===== src/rtl/rmv_pkg.sv =====
`default_nettype none

package rmv_pkg;

    localparam int SAMPLE_W  = 16;
    localparam int FRAC_BITS = 8;
    localparam int MEAN_W    = 24;
    localparam int VAR_W     = 40;
    localparam int SD_W      = 24;
    localparam int CNT_W     = 16;
    localparam int TGT_W     = 8;

    localparam logic [TGT_W-1:0] TARGET_RST = TGT_W'(16);

    localparam logic OP_ADD   = 1'b0;
    localparam logic OP_CLEAR = 1'b1;

    typedef struct packed {
        logic                       op;
        logic signed [SAMPLE_W-1:0] sample;
    } t_in_beat;

    typedef struct packed {
        logic signed [MEAN_W-1:0] mean_out;
        logic [VAR_W-1:0]         variance_out;
        logic [SD_W-1:0]          stdev_out;
        logic [CNT_W-1:0]         count_out;
        logic                     ready_res;
    } t_out_beat;

endpackage

`default_nettype wire


===== src/rtl/running_mean_variance.sv =====
`default_nettype none

// Channel   Direction  Handshake                        Payload
// in        input      i_in_valid / o_in_ready          i_in  (op, sample)
// out       output     o_out_valid / i_out_ready        o_res (mean, variance, stdev, count, ready)
// cfg       input      i_cfg_wr_en, no wait             i_cfg_wr_data (target_count)
//
// Add beat with one or more samples held: from acceptance to the next acceptance the
// sequencer runs three radix-2 divider runs, a square root and setup steps.
// First sample after clear or reset, or a clear beat: square root only.
// Reset is synchronous; it clears count, mean, variance and restores target_count to 16.
// A new beat is taken while a result waits; the sequencer stalls only in its last step
// if the previous result is still untaken.

module running_mean_variance (
    input  wire logic                     i_clk,
    input  wire logic                     i_rst_n,
    input  wire logic                     i_in_valid,
    output logic                          o_in_ready,
    input  wire rmv_pkg::t_in_beat        i_in,
    output logic                          o_out_valid,
    input  wire logic                     i_out_ready,
    output rmv_pkg::t_out_beat            o_res,
    input  wire logic                     i_cfg_wr_en,
    input  wire logic [rmv_pkg::TGT_W-1:0] i_cfg_wr_data
);
    import rmv_pkg::*;

    localparam int K_W      = CNT_W + 1;
    localparam int ABSD_W   = MEAN_W + 1;
    localparam int MUL_W    = ABSD_W;
    localparam int PROD_W   = 2 * (MUL_W + 1);
    localparam int DD_W     = 2 * ABSD_W - FRAC_BITS;
    localparam int MNUM_W   = MEAN_W + CNT_W + 1;
    localparam int DIV_A    = (DD_W > MNUM_W) ? DD_W : MNUM_W;
    localparam int DIV_W    = (DIV_A > VAR_W) ? DIV_A : VAR_W;
    localparam int DSR_W    = K_W;
    localparam int RAD_W    = VAR_W + FRAC_BITS;
    localparam int RT_W     = (RAD_W + 1) / 2;
    localparam int RAD2_W   = 2 * RT_W;
    localparam int SUB_W    = (RT_W + 2 > DSR_W + 1) ? RT_W + 2 : DSR_W + 1;
    localparam int ITER_MAX = (DIV_W > RT_W) ? DIV_W : RT_W;
    localparam int ITER_W   = $clog2(ITER_MAX);
    localparam int VS_W     = DIV_W + 1;

    localparam logic signed [63:0] MEAN_MAX_64 = (64'sd1 <<< (MEAN_W - 1)) - 64'sd1;
    localparam logic signed [63:0] MEAN_MIN_64 = -(64'sd1 <<< (MEAN_W - 1));
    localparam logic [63:0]        SD_MAX_64   = (64'd1 << SD_W) - 64'd1;
    localparam logic [VS_W-1:0]    VAR_MAX_S   = VS_W'({VAR_W{1'b1}});

    typedef enum logic [3:0] {
        ST_IDLE, ST_DIFF, ST_SQ, ST_MMUL, ST_DIV, ST_DEND,
        ST_MADD, ST_MLD, ST_VSUM, ST_ROOT, ST_DONE
    } t_state;

    typedef enum logic [1:0] {
        JOB_DD, JOB_MEAN, JOB_VAR
    } t_job;

    t_state                    r_state;
    t_job                      r_job;
    logic [TGT_W-1:0]          r_target;
    logic [CNT_W-1:0]          r_count;
    logic signed [MEAN_W-1:0]  r_mean;
    logic [VAR_W-1:0]          r_var;
    logic signed [MEAN_W-1:0]  r_x;
    logic [K_W-1:0]            r_k;
    logic [ABSD_W-1:0]         r_absd;
    logic signed [PROD_W-1:0]  r_prod;
    logic signed [MNUM_W-1:0]  r_mnum;
    logic                      r_mneg;
    logic [DIV_W-1:0]          r_t2;
    logic [VAR_W-1:0]          r_t1;
    logic [DIV_W-1:0]          r_dq;
    logic [DSR_W-1:0]          r_drem;
    logic [DSR_W-1:0]          r_dsor;
    logic [RAD2_W-1:0]         r_rad;
    logic [RT_W+1:0]           r_rrem;
    logic [RT_W-1:0]           r_root;
    logic [ITER_W-1:0]         r_iter;
    t_out_beat                 r_res;
    logic                      r_res_vld;

    logic signed [63:0]        x_wide;
    logic signed [MEAN_W-1:0]  x_clamp;
    logic signed [ABSD_W-1:0]  diff_xm;
    logic [ABSD_W-1:0]         abs_xm;
    logic signed [MUL_W:0]     mul_a;
    logic signed [MUL_W:0]     mul_b;
    logic signed [PROD_W-1:0]  mul_p;
    logic [SUB_W-1:0]          sub_a;
    logic [SUB_W-1:0]          sub_b;
    logic [SUB_W:0]            sub_d;
    logic                      sub_ge;
    logic [VS_W-1:0]           vsum;
    logic [VAR_W-1:0]          nv;
    logic [DIV_W-1:0]          mnum_mag;
    logic signed [MEAN_W-1:0]  mean_mag;
    logic signed [MEAN_W-1:0]  mean_new;
    logic [VAR_W-1:0]          var_t1;
    logic [SD_W-1:0]           sd;
    logic [CNT_W-1:0]          cnt_inc;
    logic                      in_beat;

    assign in_beat     = i_in_valid && o_in_ready;
    assign o_in_ready  = (r_state == ST_IDLE);
    assign o_out_valid = r_res_vld;
    assign o_res       = r_res;

    always_comb begin
        x_wide = 64'($signed(i_in.sample)) <<< FRAC_BITS;
        if (x_wide > MEAN_MAX_64) begin
            x_clamp = MEAN_W'(MEAN_MAX_64);
        end else if (x_wide < MEAN_MIN_64) begin
            x_clamp = MEAN_W'(MEAN_MIN_64);
        end else begin
            x_clamp = MEAN_W'(x_wide);
        end

        diff_xm = ABSD_W'(r_x) - ABSD_W'(r_mean);
        abs_xm  = diff_xm[ABSD_W-1] ? ABSD_W'(-diff_xm) : ABSD_W'(diff_xm);

        // one multiplier: d*d, then old mean times old count
        if (r_state == ST_SQ) begin
            mul_a = $signed((MUL_W+1)'(r_absd));
            mul_b = $signed((MUL_W+1)'(r_absd));
        end else begin
            mul_a = (MUL_W+1)'(r_mean);
            mul_b = $signed((MUL_W+1)'(r_count));
        end
        mul_p = PROD_W'(mul_a * mul_b);

        // one subtractor: divider trial step or square-root trial step
        if (r_state == ST_ROOT) begin
            sub_a = SUB_W'({r_rrem[RT_W-1:0], r_rad[RAD2_W-1 -: 2]});
            sub_b = SUB_W'({r_root, 2'b01});
        end else begin
            sub_a = SUB_W'({r_drem, r_dq[DIV_W-1]});
            sub_b = SUB_W'(r_dsor);
        end
        sub_d  = {1'b0, sub_a} - {1'b0, sub_b};
        sub_ge = !sub_d[SUB_W];

        vsum = VS_W'(r_t1) + VS_W'(r_t2);
        nv   = (vsum > VAR_MAX_S) ? '1 : vsum[VAR_W-1:0];

        mnum_mag = r_mnum[MNUM_W-1] ? DIV_W'(-r_mnum) : DIV_W'(r_mnum);
        mean_mag = MEAN_W'(r_dq);
        mean_new = r_mneg ? -mean_mag : mean_mag;

        // (k-2)v/(k-1) truncated equals v - ceil(v/(k-1))
        var_t1 = r_var - VAR_W'(r_dq) - VAR_W'(r_drem != '0);

        if (64'(r_root) > SD_MAX_64) begin
            sd = '1;
        end else begin
            sd = SD_W'(r_root);
        end

        cnt_inc = (r_count == '1) ? r_count : r_count + 1'b1;
    end

    always_ff @(posedge i_clk) begin
        if (!i_rst_n) begin
            r_state   <= ST_IDLE;
            r_res_vld <= 1'b0;
            r_target  <= TARGET_RST;
            r_count   <= '0;
            r_mean    <= '0;
            r_var     <= '0;
        end else begin
            if (i_cfg_wr_en) begin
                r_target <= i_cfg_wr_data;
            end
            if (r_res_vld && i_out_ready && r_state != ST_DONE) begin
                r_res_vld <= 1'b0;
            end

            case (r_state)
                ST_IDLE: begin
                    if (in_beat) begin
                        r_rad  <= '0;
                        r_rrem <= '0;
                        r_root <= '0;
                        r_iter <= ITER_W'(RT_W - 1);
                        if (i_in.op == OP_CLEAR) begin
                            r_count <= '0;
                            r_mean  <= '0;
                            r_var   <= '0;
                            r_state <= ST_ROOT;
                        end else if (r_count == '0) begin
                            r_count <= CNT_W'(1);
                            r_mean  <= x_clamp;
                            r_var   <= '0;
                            r_state <= ST_ROOT;
                        end else begin
                            r_x     <= x_clamp;
                            r_k     <= K_W'(r_count) + 1'b1;
                            r_state <= ST_DIFF;
                        end
                    end
                end
                ST_DIFF: begin
                    r_absd  <= abs_xm;
                    r_state <= ST_SQ;
                end
                ST_SQ: begin
                    r_prod  <= mul_p;
                    r_state <= ST_MMUL;
                end
                ST_MMUL: begin
                    // d*d >> frac divided by k
                    r_dq    <= DIV_W'(r_prod[PROD_W-1:FRAC_BITS]);
                    r_drem  <= '0;
                    r_dsor  <= r_k;
                    r_iter  <= ITER_W'(DIV_W - 1);
                    r_job   <= JOB_DD;
                    r_prod  <= mul_p;
                    r_state <= ST_DIV;
                end
                ST_DIV: begin
                    r_dq <= {r_dq[DIV_W-2:0], sub_ge};
                    r_drem <= sub_ge ? sub_d[DSR_W-1:0] : sub_a[DSR_W-1:0];
                    if (r_iter == '0) begin
                        r_state <= ST_DEND;
                    end else begin
                        r_iter <= r_iter - 1'b1;
                    end
                end
                ST_DEND: begin
                    case (r_job)
                        JOB_DD: begin
                            r_t2    <= r_dq;
                            r_state <= ST_MADD;
                        end
                        JOB_MEAN: begin
                            r_mean  <= mean_new;
                            r_dq    <= DIV_W'(r_var);
                            r_drem  <= '0;
                            r_dsor  <= r_k - 1'b1;
                            r_iter  <= ITER_W'(DIV_W - 1);
                            r_job   <= JOB_VAR;
                            r_state <= ST_DIV;
                        end
                        JOB_VAR: begin
                            r_t1    <= var_t1;
                            r_state <= ST_VSUM;
                        end
                        default: begin
                            r_state <= ST_IDLE;
                        end
                    endcase
                end
                ST_MADD: begin
                    r_mnum  <= MNUM_W'(r_prod) + MNUM_W'(r_x);
                    r_state <= ST_MLD;
                end
                ST_MLD: begin
                    r_mneg  <= r_mnum[MNUM_W-1];
                    r_dq    <= mnum_mag;
                    r_drem  <= '0;
                    r_dsor  <= r_k;
                    r_iter  <= ITER_W'(DIV_W - 1);
                    r_job   <= JOB_MEAN;
                    r_state <= ST_DIV;
                end
                ST_VSUM: begin
                    r_var   <= nv;
                    r_count <= cnt_inc;
                    r_rad   <= RAD2_W'(nv) << FRAC_BITS;
                    r_rrem  <= '0;
                    r_root  <= '0;
                    r_iter  <= ITER_W'(RT_W - 1);
                    r_state <= ST_ROOT;
                end
                ST_ROOT: begin
                    r_rad  <= r_rad << 2;
                    r_rrem <= sub_ge ? sub_d[RT_W+1:0] : sub_a[RT_W+1:0];
                    r_root <= {r_root[RT_W-2:0], sub_ge};
                    if (r_iter == '0) begin
                        r_state <= ST_DONE;
                    end else begin
                        r_iter <= r_iter - 1'b1;
                    end
                end
                ST_DONE: begin
                    if (!r_res_vld || i_out_ready) begin
                        r_res.mean_out     <= r_mean;
                        r_res.variance_out <= r_var;
                        r_res.stdev_out    <= sd;
                        r_res.count_out    <= r_count;
                        r_res.ready_res    <= (r_count >= CNT_W'(r_target));
                        r_res_vld          <= 1'b1;
                        r_state            <= ST_IDLE;
                    end
                end
                default: begin
                    r_state <= ST_IDLE;
                end
            endcase
        end
    end

    a_clear_zeroes_count: assert property (@(posedge i_clk) disable iff (!i_rst_n)
        (in_beat && i_in.op == OP_CLEAR) |=> (r_count == '0 && r_var == '0))
        else $error("clear beat did not zero the statistics");

    a_div_rem_bound: assert property (@(posedge i_clk) disable iff (!i_rst_n)
        (r_state == ST_DIV) |-> (r_drem < r_dsor))
        else $error("divider remainder not below divisor");

    a_var_zero_low_count: assert property (@(posedge i_clk) disable iff (!i_rst_n)
        (r_count <= CNT_W'(1)) |-> (r_var == '0))
        else $error("nonzero variance with fewer than two samples");

    a_result_held: assert property (@(posedge i_clk) disable iff (!i_rst_n)
        (r_res_vld && !i_out_ready) |=> $stable(r_res))
        else $error("pending result overwritten");

endmodule

`default_nettype wire


===== config.mk =====
export PLATFORM = sky130hd
export DESIGN_NAME = running_mean_variance
export DESIGN_NICKNAME = d
export VERILOG_FILES = /design/src/rtl/rmv_pkg.sv /design/src/rtl/running_mean_variance.sv
export SDC_FILE = /design/constraint.sdc
export NUM_CORES = 2
export LEC_CHECK = 0
export BUFFER_PORTS_ARGS = -buffer_cell sky130_fd_sc_hd__buf_4
export CORE_ASPECT_RATIO = 1.25
export CORE_MARGIN = 2
export CORE_UTILIZATION = 59
export DETAILED_ROUTE_END_ITERATION = 6
export PLACE_DENSITY = 0.76
export SYNTH_ARGS = -nofsm -noshare
export SYNTH_HDL_FRONTEND = slang
export SYNTH_SLANG_ARGS = --single-unit

===== constraint.sdc =====
create_clock -name i_clk -period 21.3 [get_ports i_clk]
set_clock_uncertainty 0.1 [all_clocks]
set_input_delay 3.195 -clock i_clk [delete_from_list [all_inputs] [get_ports i_clk]]
set_output_delay 3.195 -clock i_clk [all_outputs]
set_load 0.03 [all_outputs]

Word level (Yosys, flattened, before mapping)
Cells that the tools add are included.
{ "classes": {"n_addsub": 13, "multipliers": 1, "order_cmp": 4, "n_eq_ne": 22, "muxes": 55, "bitwise_logic": 2, "reduce_logical": 40} }
{ "ops": {"columns": ["operator", "n"], "rows": [
  ["24-bit two-way mux", 11],
  ["42-bit one-hot mux with 4 select lines", 1],
  ["40-bit two-way mux", 4],
  ["24-bit one-hot mux with 3 select lines", 2],
  ["48-bit one-hot mux with 3 select lines", 1],
  ["42-bit two-way mux", 2],
  ["40-bit one-hot mux with 2 select lines", 1],
  ["26-bit two-way mux", 3],
  ["16-bit two-way mux", 4],
  ["17-bit two-way mux", 3],
  ["17-bit one-hot mux with 3 select lines", 1],
  ["26-bit by 26-bit multiplier with 50-bit output", 1],
  ["48-bit two-way mux", 1],
  ["24-bit one-hot mux with 2 select lines", 1],
  ["40-bit by 42-bit adder with 43-bit output", 1],
  ["43-bit by 40-bit > comparator with 1-bit output, second input constant", 1],
  ["41-bit negator with 42-bit output", 1],
  ["41-bit by 24-bit adder with 41-bit output", 1],
  ["4-bit one-hot mux with 10 select lines", 1],
  ["40-bit by 1-bit subtractor with 40-bit output", 1],
  ["40-bit subtractor", 1],
  ["17-bit one-hot mux with 2 select lines", 1],
  ["16-bit one-hot mux with 2 select lines", 1],
  ["6-bit one-hot mux with 5 select lines", 1],
  ["other kinds (47)", 91]
]} }
{ "word_totals": {"ff_bits": 618, "out_inout_bits": 107} }

Depth between registers and ports, before layout
{ "depth": {"word_depth": 7, "ltp_mapped": 34, "ltp_nobuf": 29} }

Worst setup path after synthesis
No wires, ideal clock.
{ "synth_timing": {"path_type": "input port to flip-flop", "startpoint": "input i_rst_n", "endpoint": "register r_res, in the netlist o_res[0], enable pin", "setup_time_ns": 0.570, "arrival_ns": 7.886, "required_ns": 20.630, "path_slack_ns": 12.745, "path_stages": 3, "n_path_buf": 1, "cell_sequence": "clkbuf_1 nand2_1 nor2_1"} }
{ "synth_between": {"elab_chain_cells": 1} }
{ "synth_rtl": {"columns": ["item", "line", "source"], "rows": [
  ["start, declared", "running_mean_variance.sv:17", "input wire logic i_rst_n,"],
  ["3-bit AND reduction (no line)", null, null],
  ["end, declared", "running_mean_variance.sv:81", "t_out_beat r_res;"]
]} }
No other way between the ends.
A chain may end at the register's enable or synchronous reset.

Worst setup path after layout
{ "layout_timing": {"startpoint": "register r_state[0]", "endpoint": "register r_prod[47], data pin"} }
{ "layout_between": {"elab_chain_cells": 3} }
{ "layout_rtl": {"columns": ["item", "line", "source"], "rows": [
  ["start, declared", "running_mean_variance.sv:60", "t_state r_state;"],
  ["start signal, assigned", "running_mean_variance.sv:165", "r_state <= ST_IDLE;"],
  ["start signal, assigned", "running_mean_variance.sv:190", "r_state <= ST_ROOT;"],
  ["start signal, assigned", "running_mean_variance.sv:195", "r_state <= ST_ROOT;"],
  ["4-bit by 2-bit == test with 1-bit output *", "running_mean_variance.sv:124", "if (r_state == ST_SQ) begin"],
  ["26-bit two-way mux / 25-bit two-way mux (equally long branches)", "running_mean_variance.sv:124", null],
  ["26-bit by 26-bit multiplier with 50-bit output *", "running_mean_variance.sv:131", "mul_p = PROD_W'(mul_a * mul_b);"],
  ["net mul_p[47]", "running_mean_variance.sv:90", "logic signed [PROD_W-1:0] mul_p;"],
  ["end signal, assigned", "running_mean_variance.sv:208", "r_prod <= mul_p;"],
  ["end signal, assigned", "running_mean_variance.sv:218", "r_prod <= mul_p;"],
  ["end, declared", "running_mean_variance.sv:69", "logic signed [PROD_W-1:0] r_prod;"]
]} }
Mark *: on every way through the listed nets, which the timed path passes. The rest lies on a longest branch.

==> flow_summary.json <==
{
  "run_status": "finished with violations",
  "violations": "DRC",
  "grt_overflow_total": 0,
  "viasPerCell": 5.93,
  "yosys.area_share.adder_pct": 31.6,
  "wl_per_cell_um": 21.7,
  "htree_levels": 2,
  "end_kind": "register",
  "multi_input_area_um2": 34700,
  "path_buf_inv": 5,
  "regArea_um2": 17100,
  "drive_above_1_share_pct": 6.87,
  "cts_sinks": 602,
  "cpMaxStageDelayCell": "nor2_2",
  "cts_resized": 0,
  "drtIter0Drc": 3860,
  "worstPathRequired_ns": 21.56,
  "hold_violations": 0,
  "fp.dieArea_um2": 98000,
  "synth_flop_cell": "edfxtp_1",
  "grt_max_degree": 70,
  "fmax_ghz": 0.0910,
  "maxSlewViolCount": 0,
  "root_buffer": "clkbuf_16",
  "synthesis.area_um2": 56400,
  "synth_xor_area_share_pct": 4.60,
  "yosysTopAreaCellShare_pct": 27.1,
  "syn_avg_cell_area_um2": 9.69,
  "rsz0062_at_grt": "no",
  "grt_pass1_wl_um": 240000,
  "grt_pass1_vias": 43100,
  "drc": 3,
  "maxCapViolCount": 0,
  "holdBufCountCts": 0,
  "routed_wl_um": 155000,
  "ys_warn_count": 0,
  "synth-simple-area-share_pct": 13.4,
  "worstMarginPinSlew_ns": 1.20,
  "start_util_pct": 59.6,
  "antenna_found_initial": 3,
  "yosys.area.top_type": "edfxtp_1",
  "whs_ns": 0.325,
  "arrival_ns": 11.25,
  "dp_hpwl_um": 124000,
  "total_power_mw": 6.40,
  "critical-path-top-delay-family": "adder cells",
  "ys_ff_latch": 602,
  "synthMuxAreaShare_pct": 0.453,
  "p_leak_nw": 27.0,
  "final_nets": 6917,
  "seq_area_frac_synth_pct": 30.4,
  "port_buffers": 136,
  "path_common_cell": "fa_1",
  "cts_made_buffers": 58,
  "cts_tree": "built",
  "slew_headroom_pct": 19.9,
  "hold_path.class": "reg2reg",
  "synth_area_leaders": "edfxtp_1 (27%), fa_1 (24%), ha_1 (7.8%), inv_1 (6.8%), nand2_1 (3.6%)",
  "final_common_cell": "inv_1",
  "utilization_pct": 64.3,
  "ys_types": 90,
  "io_pins": 137,
  "coreArea_um2": 94600,
  "clk_latency_ns": 0.68,
  "synth_compound_area_share_pct": 11.0,
  "synth_edf_count": 509,
  "powerDensity_nw_per_um2": 105,
  "cts_setup_buffers": 0,
  "period_share_pct": 51.6,
  "critPathMaxFanout": 33,
  "syn2layout_area_growth_pct": 7.85,
  "worst-setup-path-type": "reg2reg",
  "grt_usage_pct": 32.0,
  "setup_viol": 0,
  "start_kind": "register",
  "die_width_um": 280,
  "fp-row-count": 126,
  "layout_common_cells": "inv_1 (1025), fa_1 (671), nand2_1 (541)",
  "gp_congestion": 1.01,
  "clock_path_buffers": 3,
  "fp.dieH_um": 350,
  "postRouteAntennaNets": 0,
  "synth-async-reset-ratio_pct": 0,
  "synthCells": 5817,
  "period_minus_slack_ns": 10.99,
  "synth_top_family_by_area": "adder cells",
  "peakVddDrop_uv": 89.8,
  "dr_total_vias": 42300,
  "fillerInstances": 7673,
  "slowest_delay_ns": 0.93,
  "fin_setup_tns_ns": 0,
  "first_pass_iters": 7,
  "clk_pin_slew_ns": 0.06
}
-- final cells by class --
type	count	share of cell area, %
Multi-Input combinational cell	3966	57.1
Sequential cell	602	28.2
Inverter	1029	6.35
Timing Repair Buffer	208	2.57
Clock buffer	76	2.57
Tap cell	1216	2.50
Clock inverter	33	0.665
Antenna cell	3	0.0124
-- where the power goes --
part,internal [mW],switching (mW),leakage (nW),total [mW]
clock,0.586,0.474,0.932,1.06
combinational,1.30,2.19,20.6,3.49
sequential,1.62,0.234,5.45,1.85
-- path summary, 6_finish.rpt --
check | cells past startpoint | end | from | slack (ns)
max | 26 | r_prod[47]$_DFFE_PP_ | r_state[0]$_SDFFE_PN0P_ | 10.31
min | 0 | r_mnum[5]$_DFFE_PP_ | r_prod[5]$_DFFE_PP_ | 0.33
max reg2reg | 26 | r_prod[47]$_DFFE_PP_ | r_state[0]$_SDFFE_PN0P_ | 10.31
min reg2reg | 0 | r_mnum[5]$_DFFE_PP_ | r_prod[5]$_DFFE_PP_ | 0.33
-- per-stage QoR --
stage          cells  instance area (um^2)  setup slack, ns
2_1_floorplan   5829                 56400            12.74
3_3_place_gp    7021                 58800            10.81
3_5_place_dp    7021                 58800            10.59
4_1_cts         7130                 60800            10.54
5_1_grt         7130                 60800            10.05
6_report        7133                 60800            10.31
-- Yosys cell counts, drive strengths merged, types with 7 or more instances --
| cell | count |
|---|---|
| nand3b | 18 |
| nor2b | 31 |
| or3 | 29 |
| a211oi | 43 |
| mux2i | 21 |
| edfxtp | 509 |
| nand4 | 16 |
| or4 | 16 |
| xnor2 | 184 |
| a21boi | 10 |
| o22ai | 8 |
| a222oi | 31 |
| inv | 1027 |
| xor2 | 112 |
| o21ai | 244 |
| and4 | 9 |
| o41ai | 14 |
| a2111oi | 7 |
| a31oi | 22 |
| a21o | 94 |
| and3 | 76 |
| nand2 | 542 |
| clkbuf | 214 |
| nand2b | 34 |
| a311oi | 9 |
| nand3 | 57 |
| nor3 | 63 |
| dfxtp | 93 |
| nor2 | 538 |
| nor3b | 8 |
| fa | 671 |
| or2 | 37 |
| a21oi | 298 |
| o21a | 31 |
| o211ai | 12 |
| a22oi | 11 |
| nor4 | 26 |
| o31ai | 29 |
| and2 | 114 |
| buf | 18 |
| a211o | 11 |
| a221oi | 25 |
| ha | 351 |
| o21bai | 22 |
-- routing by layer --
layer | share of wire (%) | vias up | track usage [%]
met4 | 6.1 | 4 | 16.7
met1 | 38 | 20700 | 40.8
met5 | 0.021 | - | 0
met3 | 8.6 | 470 | 5.35
li1 | - | 19200 | -
met2 | 47 | 1942 | 52.7
-- kinds of logic after synthesis --
kind of cell,Yosys count
compound gates,976
xor+xnor,296
fa+ha+maj,1022
buf+inv,1261
flops,602
mux,25
other cells,2
simple gates,1633
-- sequential cells by signal, indices dropped and copies added (netlist names), 8 cells and up --
name / count
o_res: 105
r_prod: 50
r_dq: 42
r_t2: 42
r_mnum: 41
r_rad: 40
r_t1: 40
r_var: 40
r_absd: 25
r_mean: 24
r_root: 24
r_rrem: 24
r_drem: 17
r_dsor: 17
r_k: 17
r_count: 16
r_x: 16
r_target: 8
Power figures use the tool's default switching activity.
